`src/rtl/core/assert_macros.svh`:
```
// assertion helpers for the checked alu core
`ifndef ASSERT_MACROS_SVH
`define ASSERT_MACROS_SVH

`ifndef ASSERT_OFF
`define CIA_ASSERT(name, clk, rst_n, prop) \
  name: assert property (@(posedge clk) disable iff (!rst_n) prop) \
    else $error("assertion failed");
`define CIA_ASSERT_NEVER(name, clk, rst_n, expr) \
  name: assert property (@(posedge clk) disable iff (!rst_n) !(expr)) \
    else $error("forbidden condition seen");
`else
`define CIA_ASSERT(name, clk, rst_n, prop)
`define CIA_ASSERT_NEVER(name, clk, rst_n, expr)
`endif

`endif

```
`src/rtl/core/cia_pkg.sv`:
```
package cia_pkg;

  localparam int DataWidth  = 32;
  localparam int FieldWidth = 32;
  localparam int WideWidth  = 2 * FieldWidth;

  localparam logic signed [WideWidth-1:0] IntMax =
    (WideWidth'(64'sd1) <<< (DataWidth - 1)) - WideWidth'(64'sd1);
  localparam logic signed [WideWidth-1:0] IntMin =
    -(WideWidth'(64'sd1) <<< (DataWidth - 1));

  typedef enum logic [1:0] {
    ACT_ADD = 2'd0,
    ACT_SUB = 2'd1,
    ACT_MUL = 2'd2,
    ACT_POW = 2'd3
  } action_e;

  typedef enum logic [1:0] {
    ST_OK      = 2'd0,
    ST_POS_OVF = 2'd1,
    ST_NEG_OVF = 2'd2
  } status_e;

  typedef enum logic [2:0] {
    STEP_FETCH    = 3'd0,
    STEP_ADD      = 3'd1,
    STEP_SUB      = 3'd2,
    STEP_MUL      = 3'd3,
    STEP_POW_INIT = 3'd4,
    STEP_POW_LOOP = 3'd5,
    STEP_FINISH   = 3'd6
  } step_e;

  typedef enum logic [2:0] {
    W_ADD    = 3'd0,
    W_SUB    = 3'd1,
    W_MUL_AB = 3'd2,
    W_MUL_WA = 3'd3,
    W_SEED   = 3'd4
  } wop_e;

  typedef enum logic [1:0] {
    CNT_HOLD = 2'd0,
    CNT_LOAD = 2'd1,
    CNT_DEC  = 2'd2
  } cnt_op_e;

  typedef enum logic [2:0] {
    C_NONE     = 3'd0,
    C_DISPATCH = 3'd1,
    C_SPECIAL  = 3'd2,
    C_MORE     = 3'd3,
    C_BUSY     = 3'd4
  } cond_e;

  typedef enum logic [1:0] {
    GATE_ALWAYS    = 2'd0,
    GATE_TAKEN     = 2'd1,
    GATE_NOT_TAKEN = 2'd2
  } gate_e;

  typedef struct packed {
    wop_e    wop;
    logic    wen;
    cnt_op_e cnt_op;
    gate_e   gate;
    cond_e   cond;
    step_e   jump_to;
    step_e   next_to;
    logic    out_load;
    logic    in_ready;
  } ucode_t;

  typedef struct packed {
    wop_e    wop;
    logic    w_en;
    cnt_op_e cnt_op;
    logic    out_en;
    logic    load_in;
  } dp_ctl_t;

  typedef struct packed {
    logic special;
    logic more;
    logic busy;
  } dp_flags_t;

  function automatic ucode_t ucode(step_e step);
    ucode_t uw;
    uw = '{wop: W_ADD, wen: 1'b0, cnt_op: CNT_HOLD, gate: GATE_ALWAYS, cond: C_NONE,
           jump_to: STEP_FETCH, next_to: STEP_FETCH, out_load: 1'b0, in_ready: 1'b0};
    unique case (step)
      STEP_FETCH: begin
        uw.cond     = C_DISPATCH;
        uw.in_ready = 1'b1;
      end
      STEP_ADD: begin
        uw.wop     = W_ADD;
        uw.wen     = 1'b1;
        uw.next_to = STEP_FINISH;
      end
      STEP_SUB: begin
        uw.wop     = W_SUB;
        uw.wen     = 1'b1;
        uw.next_to = STEP_FINISH;
      end
      STEP_MUL: begin
        uw.wop     = W_MUL_AB;
        uw.wen     = 1'b1;
        uw.next_to = STEP_FINISH;
      end
      STEP_POW_INIT: begin
        uw.wop     = W_SEED;
        uw.wen     = 1'b1;
        uw.cnt_op  = CNT_LOAD;
        uw.cond    = C_SPECIAL;
        uw.jump_to = STEP_FINISH;
        uw.next_to = STEP_POW_LOOP;
      end
      STEP_POW_LOOP: begin
        uw.wop     = W_MUL_WA;
        uw.wen     = 1'b1;
        uw.cnt_op  = CNT_DEC;
        uw.gate    = GATE_TAKEN;
        uw.cond    = C_MORE;
        uw.jump_to = STEP_POW_LOOP;
        uw.next_to = STEP_FINISH;
      end
      STEP_FINISH: begin
        uw.gate     = GATE_NOT_TAKEN;
        uw.cond     = C_BUSY;
        uw.jump_to  = STEP_FINISH;
        uw.next_to  = STEP_FETCH;
        uw.out_load = 1'b1;
      end
      default: begin
        uw.next_to = STEP_FETCH;
      end
    endcase
    return uw;
  endfunction

endpackage

```
`src/rtl/core/checked_int32_alu_unit.sv`:
```
// channel   dir  tdata                               tuser
// s_axis    in   [31:0] operand_a, [63:32] operand_b  [1:0] action
// m_axis    out  [31:0] result_value                 [1:0] status
//
// add, subtract, multiply: operand registers, then work register, then result register
// power: exponent 0 or base 0, 1, -1 goes from seed to finish, else the power loop runs
// (one shared 32x32 multiplier, one multiply per cycle in the power loop)
// input is taken only at fetch, so a new item waits until the current one has left finish
// finish stalls while the output register holds a result not yet transferred
// rst_ni clears the sequencer and the output valid flag

module checked_int32_alu_unit (
  input  logic        clk_i,
  input  logic        rst_ni,
  input  logic        s_axis_tvalid,
  output logic        s_axis_tready,
  input  logic [63:0] s_axis_tdata,   // [31:0] operand_a, [63:32] operand_b
  input  logic [1:0]  s_axis_tuser,   // [1:0] action
  output logic        m_axis_tvalid,
  input  logic        m_axis_tready,
  output logic [31:0] m_axis_tdata,   // [31:0] result_value
  output logic [1:0]  m_axis_tuser    // [1:0] status
);

  cia_pkg::dp_ctl_t   ctl;
  cia_pkg::dp_flags_t flags;
  logic signed [31:0] operand_a, operand_b, result_value;

  assign operand_a = s_axis_tdata[31:0];
  assign operand_b = s_axis_tdata[63:32];

  cia_sequencer u_seq (
    .clk_i      (clk_i),
    .rst_ni     (rst_ni),
    .in_valid_i (s_axis_tvalid),
    .action_i   (s_axis_tuser),
    .flags_i    (flags),
    .in_ready_o (s_axis_tready),
    .ctl_o      (ctl)
  );

  cia_datapath u_dp (
    .clk_i          (clk_i),
    .rst_ni         (rst_ni),
    .ctl_i          (ctl),
    .operand_a_i    (operand_a),
    .operand_b_i    (operand_b),
    .out_ready_i    (m_axis_tready),
    .flags_o        (flags),
    .out_valid_o    (m_axis_tvalid),
    .result_value_o (result_value),
    .status_o       (m_axis_tuser)
  );

  assign m_axis_tdata = result_value;

endmodule

```
`src/rtl/core/cia_sequencer.sv`:
```
`include "assert_macros.svh"

module cia_sequencer (
  input  logic                clk_i,
  input  logic                rst_ni,
  input  logic                in_valid_i,
  input  logic [1:0]          action_i,
  input  cia_pkg::dp_flags_t  flags_i,
  output logic                in_ready_o,
  output cia_pkg::dp_ctl_t    ctl_o
);

  cia_pkg::step_e  step_q, step_d;
  cia_pkg::ucode_t uw;
  cia_pkg::step_e  target;
  logic            accept;
  logic            taken;
  logic            en;

  always_ff @(posedge clk_i or negedge rst_ni) begin
    if (!rst_ni) begin
      step_q <= cia_pkg::STEP_FETCH;
    end else begin
      step_q <= step_d;
    end
  end

  always_comb begin
    uw     = cia_pkg::ucode(step_q);
    accept = in_valid_i & uw.in_ready;
    unique case (uw.cond)
      cia_pkg::C_NONE:     taken = 1'b0;
      cia_pkg::C_DISPATCH: taken = accept;
      cia_pkg::C_SPECIAL:  taken = flags_i.special;
      cia_pkg::C_MORE:     taken = flags_i.more;
      cia_pkg::C_BUSY:     taken = flags_i.busy;
      default:             taken = 1'b0;
    endcase
    if (uw.cond == cia_pkg::C_DISPATCH) begin
      target = cia_pkg::step_e'(3'(cia_pkg::STEP_ADD) + {1'b0, action_i});
    end else begin
      target = uw.jump_to;
    end
    step_d = taken ? target : uw.next_to;
    unique case (uw.gate)
      cia_pkg::GATE_ALWAYS:    en = 1'b1;
      cia_pkg::GATE_TAKEN:     en = taken;
      cia_pkg::GATE_NOT_TAKEN: en = ~taken;
      default:                 en = 1'b0;
    endcase
    ctl_o.wop     = uw.wop;
    ctl_o.w_en    = uw.wen & en;
    ctl_o.cnt_op  = en ? uw.cnt_op : cia_pkg::CNT_HOLD;
    ctl_o.out_en  = uw.out_load & en;
    ctl_o.load_in = accept;
    in_ready_o    = uw.in_ready;
  end

  `CIA_ASSERT(a_accept_leaves_fetch, clk_i, rst_ni,
    (in_valid_i && in_ready_o) |=> (step_q != cia_pkg::STEP_FETCH))
  `CIA_ASSERT(a_finish_returns, clk_i, rst_ni,
    (step_q == cia_pkg::STEP_FINISH && !flags_i.busy) |=> (step_q == cia_pkg::STEP_FETCH))

endmodule

```
`src/rtl/core/cia_datapath.sv`:
```
`include "assert_macros.svh"

module cia_datapath (
  input  logic                                 clk_i,
  input  logic                                 rst_ni,
  input  cia_pkg::dp_ctl_t                     ctl_i,
  input  logic signed [cia_pkg::FieldWidth-1:0] operand_a_i,
  input  logic signed [cia_pkg::FieldWidth-1:0] operand_b_i,
  input  logic                                 out_ready_i,
  output cia_pkg::dp_flags_t                   flags_o,
  output logic                                 out_valid_o,
  output logic signed [cia_pkg::FieldWidth-1:0] result_value_o,
  output logic [1:0]                           status_o
);

  localparam int FW = cia_pkg::FieldWidth;
  localparam int WW = cia_pkg::WideWidth;

  logic signed [FW-1:0] a_q, b_q;
  logic signed [WW-1:0] w_q, w_d;
  logic [FW-1:0]        cnt_q, cnt_d;
  logic                 out_valid_q;
  logic signed [FW-1:0] value_q, value_d;
  logic [1:0]           status_q, status_d;

  logic signed [WW-1:0] a_ext, b_ext;
  logic signed [FW-1:0] w_lo, mul_x;
  logic signed [WW-1:0] product;
  logic signed [WW-1:0] seed;
  logic                 in_range;
  logic                 e_zero, a_one, a_zero, a_mone;

  always_comb begin
    a_ext   = {{FW{a_q[FW-1]}}, a_q};
    b_ext   = {{FW{b_q[FW-1]}}, b_q};
    w_lo    = w_q[FW-1:0];
    mul_x   = (ctl_i.wop == cia_pkg::W_MUL_WA) ? w_lo : b_q;
    product = mul_x * a_q;

    e_zero  = (b_q == '0);
    a_one   = (a_q == FW'(1));
    a_zero  = (a_q == '0);
    a_mone  = (a_q == '1);
    priority if (e_zero || a_one) begin
      seed = WW'(1);
    end else if (a_zero) begin
      seed = '0;
    end else if (a_mone) begin
      seed = b_q[0] ? '1 : WW'(1);
    end else begin
      seed = a_ext;
    end

    in_range = (w_q <= cia_pkg::IntMax) && (w_q >= cia_pkg::IntMin);

    flags_o.special = e_zero | a_one | a_zero | a_mone;
    flags_o.more    = (cnt_q != '0) && in_range;
    flags_o.busy    = out_valid_q & ~out_ready_i;

    unique case (ctl_i.wop)
      cia_pkg::W_ADD:    w_d = a_ext + b_ext;
      cia_pkg::W_SUB:    w_d = a_ext - b_ext;
      cia_pkg::W_MUL_AB: w_d = product;
      cia_pkg::W_MUL_WA: w_d = product;
      cia_pkg::W_SEED:   w_d = seed;
      default:           w_d = w_q;
    endcase

    unique case (ctl_i.cnt_op)
      cia_pkg::CNT_HOLD: cnt_d = cnt_q;
      cia_pkg::CNT_LOAD: cnt_d = b_q - FW'(1);
      cia_pkg::CNT_DEC:  cnt_d = cnt_q - FW'(1);
      default:           cnt_d = cnt_q;
    endcase

    if (in_range) begin
      value_d  = w_lo;
      status_d = cia_pkg::ST_OK;
    end else begin
      value_d  = '0;
      status_d = w_q[WW-1] ? cia_pkg::ST_NEG_OVF : cia_pkg::ST_POS_OVF;
    end
  end

  always_ff @(posedge clk_i) begin
    if (ctl_i.load_in) begin
      a_q <= operand_a_i;
      b_q <= operand_b_i;
    end
    if (ctl_i.w_en) begin
      w_q <= w_d;
    end
    cnt_q <= cnt_d;
    if (ctl_i.out_en) begin
      value_q  <= value_d;
      status_q <= status_d;
    end
  end

  always_ff @(posedge clk_i or negedge rst_ni) begin
    if (!rst_ni) begin
      out_valid_q <= 1'b0;
    end else if (ctl_i.out_en) begin
      out_valid_q <= 1'b1;
    end else if (out_ready_i) begin
      out_valid_q <= 1'b0;
    end
  end

  assign out_valid_o    = out_valid_q;
  assign result_value_o = value_q;
  assign status_o       = status_q;

  `CIA_ASSERT(a_loop_counts_down, clk_i, rst_ni,
    (ctl_i.cnt_op == cia_pkg::CNT_DEC) |=> (cnt_q == $past(cnt_q) - FW'(1)))
  `CIA_ASSERT(a_overflow_zero_value, clk_i, rst_ni,
    (out_valid_q && status_q != cia_pkg::ST_OK) |-> (value_q == '0))
  `CIA_ASSERT_NEVER(a_load_over_pending, clk_i, rst_ni,
    ctl_i.out_en && out_valid_q && !out_ready_i)

endmodule
```
`config.mk`:
```
export PLATFORM = sky130hd
export DESIGN_NAME = checked_int32_alu_unit
export DESIGN_NICKNAME = d
export VERILOG_FILES = /design/src/rtl/core/cia_pkg.sv /design/src/rtl/core/checked_int32_alu_unit.sv /design/src/rtl/core/cia_sequencer.sv /design/src/rtl/core/cia_datapath.sv
export VERILOG_INCLUDE_DIRS = /design/src /design/src/rtl/core
export SDC_FILE = /design/constraint.sdc
export NUM_CORES = 2
export LEC_CHECK = 0
export ABC_AREA = 1
export BUFFER_PORTS_ARGS = -buffer_cell sky130_fd_sc_hd__clkbuf_2
export CORE_MARGIN = 4
export CORE_UTILIZATION = 30
export CTS_BUF_LIST = sky130_fd_sc_hd__clkbuf_8
export DETAILED_ROUTE_END_ITERATION = 16
export GPL_TIMING_DRIVEN = 0
export PLACE_DENSITY = 0.56
export SLEW_MARGIN = 20
export SYNTH_ARGS = -nofsm -noshare
export SYNTH_HDL_FRONTEND = slang
export SYNTH_SLANG_ARGS = --single-unit
```
`constraint.sdc`:
```
create_clock -name clk_i -period 9.4 [get_ports clk_i]
set_input_delay 0.47 -clock clk_i [delete_from_list [all_inputs] [get_ports clk_i]]
set_output_delay 0.47 -clock clk_i [all_outputs]
set_load 0.05 [all_outputs]
```
---- Yosys cells after proc, flatten, opt, wreduce, memory -nomap -nowiden ----
Cells that the tools add are included.
storage, ports and cells
  register bits ........................... 198
  bits in latches ......................... 0
  bits in writable memories ............... 0
  memory bits (read-only) ................. 0
  input port bits ......................... 70
  output and inout port bits .............. 36
  memories kept ........................... 0
operators by class
  add/sub/neg operators ................... 5
  multiply operators ...................... 1
  divide/modulo/power cells ............... 0
  order comparisons ....................... 2
  eq/ne operators ......................... 20
  shift operators ......................... 0
  muxes and demuxes ....................... 23
  bitwise gates (word level) .............. 9
  reduce and logical (&&, ||, !) cells .... 16
operators by type and width
  kind                                                                                   count
  64-bit two-way mux                                                                     4
  64-bit case mux with 4 select lines                                                    1
  64-bit by 32-bit greater-or-equal comparator with 1-bit output, second input constant  1
  64-bit by 32-bit less-or-equal comparator with 1-bit output, second input constant     1
  32-bit zero test                                                                       2
  32-bit by 32-bit multiplier with 64-bit output                                         1
  32-bit case mux with 2 select lines                                                    1
  32-bit by 32-bit adder with 33-bit output                                              1
  32-bit by 32-bit subtractor with 33-bit output                                         1
  32-bit by 2-bit equality test with 1-bit output, second input constant                 1
  32-bit equality test, second input constant                                            1
  32-bit two-way mux                                                                     1
  32-bit nonzero test                                                                    1
  32-bit by 1-bit subtractor with 32-bit output, second input constant                   1
  32-bit by 2-bit subtractor with 32-bit output, second input constant                   1
  4-bit case mux with 5 select lines                                                     1
  3-bit by 2-bit equality test with 1-bit output, second input constant                  6
  3-bit equality test, second input constant                                             5
  3-bit case mux with 2 select lines                                                     2
  3-bit case mux with 4 select lines                                                     1
  3-bit by 1-bit equality test with 1-bit output, second input constant                  3
  2-bit case mux with 2 select lines                                                     2
  3-bit zero test                                                                        2
  3-bit two-way mux                                                                      2
  other kinds (18)                                                                       33

---- Longest topological paths before layout ----
  depth in word-level cells ............... 10
  depth in mapped cells ................... 42
  mapped depth without buffers ............ 38

---- By module ----
A second synthesis with hierarchy kept.
unflattened totals
  cell total of the unflattened synthesis .. 6584
  area total of the unflattened synthesis .. 51670.8 um2
by module, submodules not included
  module         instances  cells each  area each (um2)
  cia_datapath   1          6532        51351.8
  cia_sequencer  1          52          319.1

---- Worst setup path before layout ----
Ideal clock, no wire load.
  path kind ............................... reg2reg
  from .................................... register u_seq.step_q[2]
  to ...................................... register u_dp.w_q[58] (data pin)
  data arrival time ....................... 7.951 ns
  data required time ...................... 9.142 ns
  path slack .............................. 1.191 ns
  cell stages (with the launch flop) ...... 35
  path buffers ............................ 4
  period minus slack after synthesis ...... 8.209 ns
  cell sequence ........................... dfrtp_1 buf_4 inv_2 nor2_4 inv_2 nor2_4 inv_2 buf_6 buf_2 o21ai_2 buf_2 nor2_1 fa_1 fa_1 fa_1 fa_1 inv_1 fa_1 inv_1 fa_1 inv_1 fa_1 inv_1 fa_1 ha_1 nand2_1 nor2_1 inv_1 nor2_1 inv_1 or3_1 nand3_1 nand2_1 nand3_1 nand3_2
on the way
  cells in the longest elaborated chain, start to end .. 6
ends and longest elaborated chain
  item                                            line                                    text
  from (decl)                                     cia_sequencer.sv:13                     cia_pkg::step_e step_q, step_d;
  from (signal assigned)                          cia_sequencer.sv:22                     step_q <= cia_pkg::STEP_FETCH;
  from (signal assigned)                          cia_sequencer.sv:24                     step_q <= step_d;
  3-bit equality test (tied with other cells)     cia_pkg.sv:93                           unique case (step)
  4-bit case mux with 5 select lines (*)          cia_pkg.sv:93
  3-bit by 2-bit equality test with 1-bit output  cia_datapath.sv:37, cia_datapath.sv:60
  32-bit two-way mux                              cia_datapath.sv:37                      mul_x = (ctl_i.wop == cia_pkg::W_MUL_WA) ? w_lo : b_q;
  32-bit by 32-bit multiplier with 64-bit output  cia_datapath.sv:38                      product = mul_x * a_q;
  64-bit case mux with 4 select lines (*)         cia_datapath.sv:60                      unique case (ctl_i.wop)
  net u_dp.w_d[58]                                cia_datapath.sv:20                      logic signed [WW-1:0] w_q, w_d;
  to (signal assigned)                            cia_datapath.sv:91                      w_q <= w_d;
  to (decl)                                       cia_datapath.sv:20
Mark *: on every way through the listed nets, which the timed path passes. The rest lies on a longest branch.
A chain may end at the register's enable or synchronous reset.

---- Worst setup path in the final report ----
  from .................................... register u_dp.a_q[29]
  to ...................................... register u_dp.w_q[45] (data pin)
on the way
  cells in the longest elaborated chain, start to end .. 5
ends and longest elaborated chain
  item                                                                                    line                text
  from (decl)                                                                             cia_datapath.sv:19  logic signed [FW-1:0] a_q, b_q;
  from (signal assigned)                                                                  cia_datapath.sv:87  a_q <= operand_a_i;
  branches (longest 4 deep; another with 32-bit by 32-bit multiplier with 64-bit output)  n/a
  64-bit case mux with 4 select lines (*)                                                 cia_datapath.sv:60
  net u_dp.w_d[45]                                                                        cia_datapath.sv:20
Mark *: on every way through the listed nets, which the timed path passes.

==> reports/metrics.csv <==
stage,metric,value,unit
run_status,status,finished clean,
finish,fill_cells,17598,
floorplanning,fp.dieW,415,µm
worst_setup_path,arrival,9500,ps
floorplanning,die-area,0.172,mm²
sta,max_freq,0.108,GHz
finish,area_delta_synth_final,9.88,%
sta,fin_ws,176,ps
drt,routed_wl,208,mm
sta,period_minus_slack,9220,ps
grt,grt_antenna_before_repair,2,
sta,hold_viol,0,
synthesis,syn_avg_cell_area,8.43,µm²
floorplanning,chipHeight,415,µm
floorplanning,io_pins,106,
cts,clk_latency,530,ps
synthesis,synth_warnings,0,
sta,slew_headroom,22.5,%
place,hpwl,181,mm
synthesis,synth_area_leaders,"fa_1 (44%), edfxtp_1 (12%), inv_1 (9.8%)",
finish,final_nets,7482,
sta,fin_crit_sh,98.1,%
place,numPortBuffers,105,
grt,grt_pass1_wl,301,mm
place,gp_congestion,1.01,
synthesis,synthMuxAreaShare,0.0202,%
synthesis,syn_area,0.0497,mm²
grt,grt_max_degree,33,
drt,vias,41905,
synthesis,yosys.cell_types.count,67,
drt,dr.pass1.iters,6,
min_path,hold_class,in -> reg,
finish,multi_input_area,0.0380,mm²
sta,grt_setup_unrepaired,yes,
synthesis,synth_top_family_by_area,adder cells,
worst_setup_path,cp_max_fo,10,
finish,layout-drive-gt1-share,8.84,%
worst_setup_path,crit_type,reg -> reg,
drt,postRouteAntennaNets,0,
sta,fin_skew,29.4,ps
sta,slew_viol_final,0,
run,drv.max_cap_violation_count,0,
cts,tritoncts,yes,
finish,seqCellArea,0.00593,mm²
cts,cts_buffer_depth,2,
sta,tightest_slew,1160,ps
finish,utilization,33.1,%
grt,grt_pass1_vias,42819,
sta,setup_tns,0,ps
worst_setup_path,crit_slowest_cell,clkdlybuf4s15_1,
cts,htreeDepth,4,
place,pre_cts_ws,-937,ps
floorplanning,initial_core_util,30.1,%
drt,wl_per_cell,25.1,µm
floorplanning,fp.coreArea,0.165,mm²
synthesis,synth-compound-area-share,6.03,%
synthesis,synth_ff_type,edfxtp_1,
synthesis,yosysSeqAreaShare,11.9,%
synthesis,syn_nets,7300,
drt,drcViolationCount,0,
worst_setup_path,endpoint_kind,flop,
grt,overflow,0,
synthesis,synth_edf_count,194,
worst_setup_path,critPathLaunchType,flop,
cts,numCtsBuffers,17,
synthesis,netlist.area_leader.share,43.7,%
synthesis,synth_top_area_cell,fa_1,
worst_setup_path,cp.required,9680,ps
synthesis,synthAdderAreaFrac,50.1,%
synthesis,synth-xor-area-share,1.01,%
synthesis,async_flop_share,2.02,%
floorplanning,rows,149,
sta,hold_slack,104,ps
drt,viasPerCell,5.06,
synthesis,post-synth-top-count-cell,inv_1,
cts,cts.reportedPaths.clkPinSlew,120,ps
cts,root_buffer,clkbuf_8,
sta,setup_violations,0,
grt,gr-usage-all-layers,24.0,%
synthesis,synth-simple-area-share,18.6,%
worst_setup_path,slowest_delay,690,ps
synthesis,yosys-top-cells-count,"inv_1 (1,295), fa_1 (1,084), nand2_1 (986)",
synthesis,synthCells,5893,
drt,drt-initial-drc-count,4225,
synthesis,synth-seq-cells,198,
worst_setup_path,crit_path_frequent_cell,fa_1,
worst_setup_path,path_cells,clkdlybuf4s15_1 -> inv_2 -> clkbuf_1 -> nor2_1 -> fa_1 -> fa_1 -> fa_1 -> fa_1 -> fa_1 -> fa_1 -> fa_1 -> fa_1 -> ha_1 -> nand2_1 -> nor2_1 -> inv_1 -> o21ai_0 -> inv_1 -> o21ai_1 -> inv_1 -> nand3_1 -> a21oi_1 -> o21ai_0 -> nand3_2,
cts,cts_sinks,198,
metrics by stage:
step	std cells	cell area, µm²
2_1_floorplan	5893	49700
6_report	8280	54600
3_5_place_dp	8194	53100
4_1_cts	8244	53900
3_3_place_gp	8187	52900
5_1_grt	8277	54600
per-layer routing:
| layer | vias up | wire [µm] | track usage, % | share of wire [%] |
|---|---|---|---|---|
| li1 | 18107 | - | - | - |
| met1 | 21441 | 83600 | 31.6 | 40 |
| met2 | 1932 | 95200 | 38.5 | 46 |
| met3 | 425 | 16800 | 4.15 | 8.1 |
| met4 | 0 | 12500 | 11.3 | 6.0 |
| met5 | - | 0 | 0 | 0 |
timing repair:
action	CTS	global route
pin swaps	3	11
hold buffers	1	0
endpoints found under the hold margin	4	0
setup endpoints to repair	37	39
gates resized for setup	54	95
setup buffers	17	33
logic make-up after synthesis:
group,after synthesis
simple gates,2215
flops,198
fa+ha+maj,1337
compound gates,517
buf+inv,1568
mux,1
xor+xnor,57
placed cells by master (no fill, tap or decap), types with 30 or more instances in the layout:
master / instances
nor3_1: 34
edfxtp_1: 194
nand2_1: 984
nand4_1: 73
o21ai_4: 30
clkbuf_1: 91
a31oi_1: 35
nand3_1: 174
inv_1: 1281
nor2_1: 819
buf_4: 55
inv_2: 35
ha_1: 245
fa_1: 1069
a21oi_1: 174
buf_2: 86
xor2_1: 36
o21ai_0: 160
clkbuf_2: 116
flip-flops by register name (all words and copies together) (netlist names):
register / count
u_dp.b_q: 32
u_dp.w_q: 64
u_dp.out_valid_o: 1
u_seq.step_q: 3
u_dp.status_o: 2
u_dp.a_q: 32
u_dp.cnt_q: 32
u_dp.result_value_o: 32
cell type report:
class                   instances  area share (%)
multi-input cells            4127            69.7
well taps                    2189            5.02
inverters                    1340            9.32
plain buffers                 227            2.15
flip-flops and latches        198            10.9
diodes                          3          0.0138
clock buffers                  18           0.454
clock inverters                14           0.206
repair buffers                164            2.27
final timing paths:
check | startpoint | endpoint | slack, ps | depth (start not counted)
worst max-delay path | u_dp.a_q[29] | u_dp.w_q[45] | 180 | 24
worst min-delay path | s_axis_tdata[17] | u_dp.a_q[17] | 100 | 1
worst max register to register | u_dp.a_q[29] | u_dp.w_q[45] | 180 | 24
worst min register to register | u_dp.w_q[1] | u_dp.result_value_o[1] | 630 | 2
max in group asynchronous | rst_ni | u_dp.out_valid_o | 8930 | 2
min in group asynchronous | rst_ni | u_seq.step_q[1] | 300 | 2
worst max-delay path, delay by kind of cell (launching register included):
kind                       cells  cell delay (ps)
adders and majority gates      9             4680
buffers and inverters          6             2250
AOI/OAI and AO/OA              4              850
and+or+nand+nor                5              740
DFF                            1              450
Power is left out: the tool's default activity adds up to more than one toggle a clock period on the data nets, which glitch-free logic cannot reach.
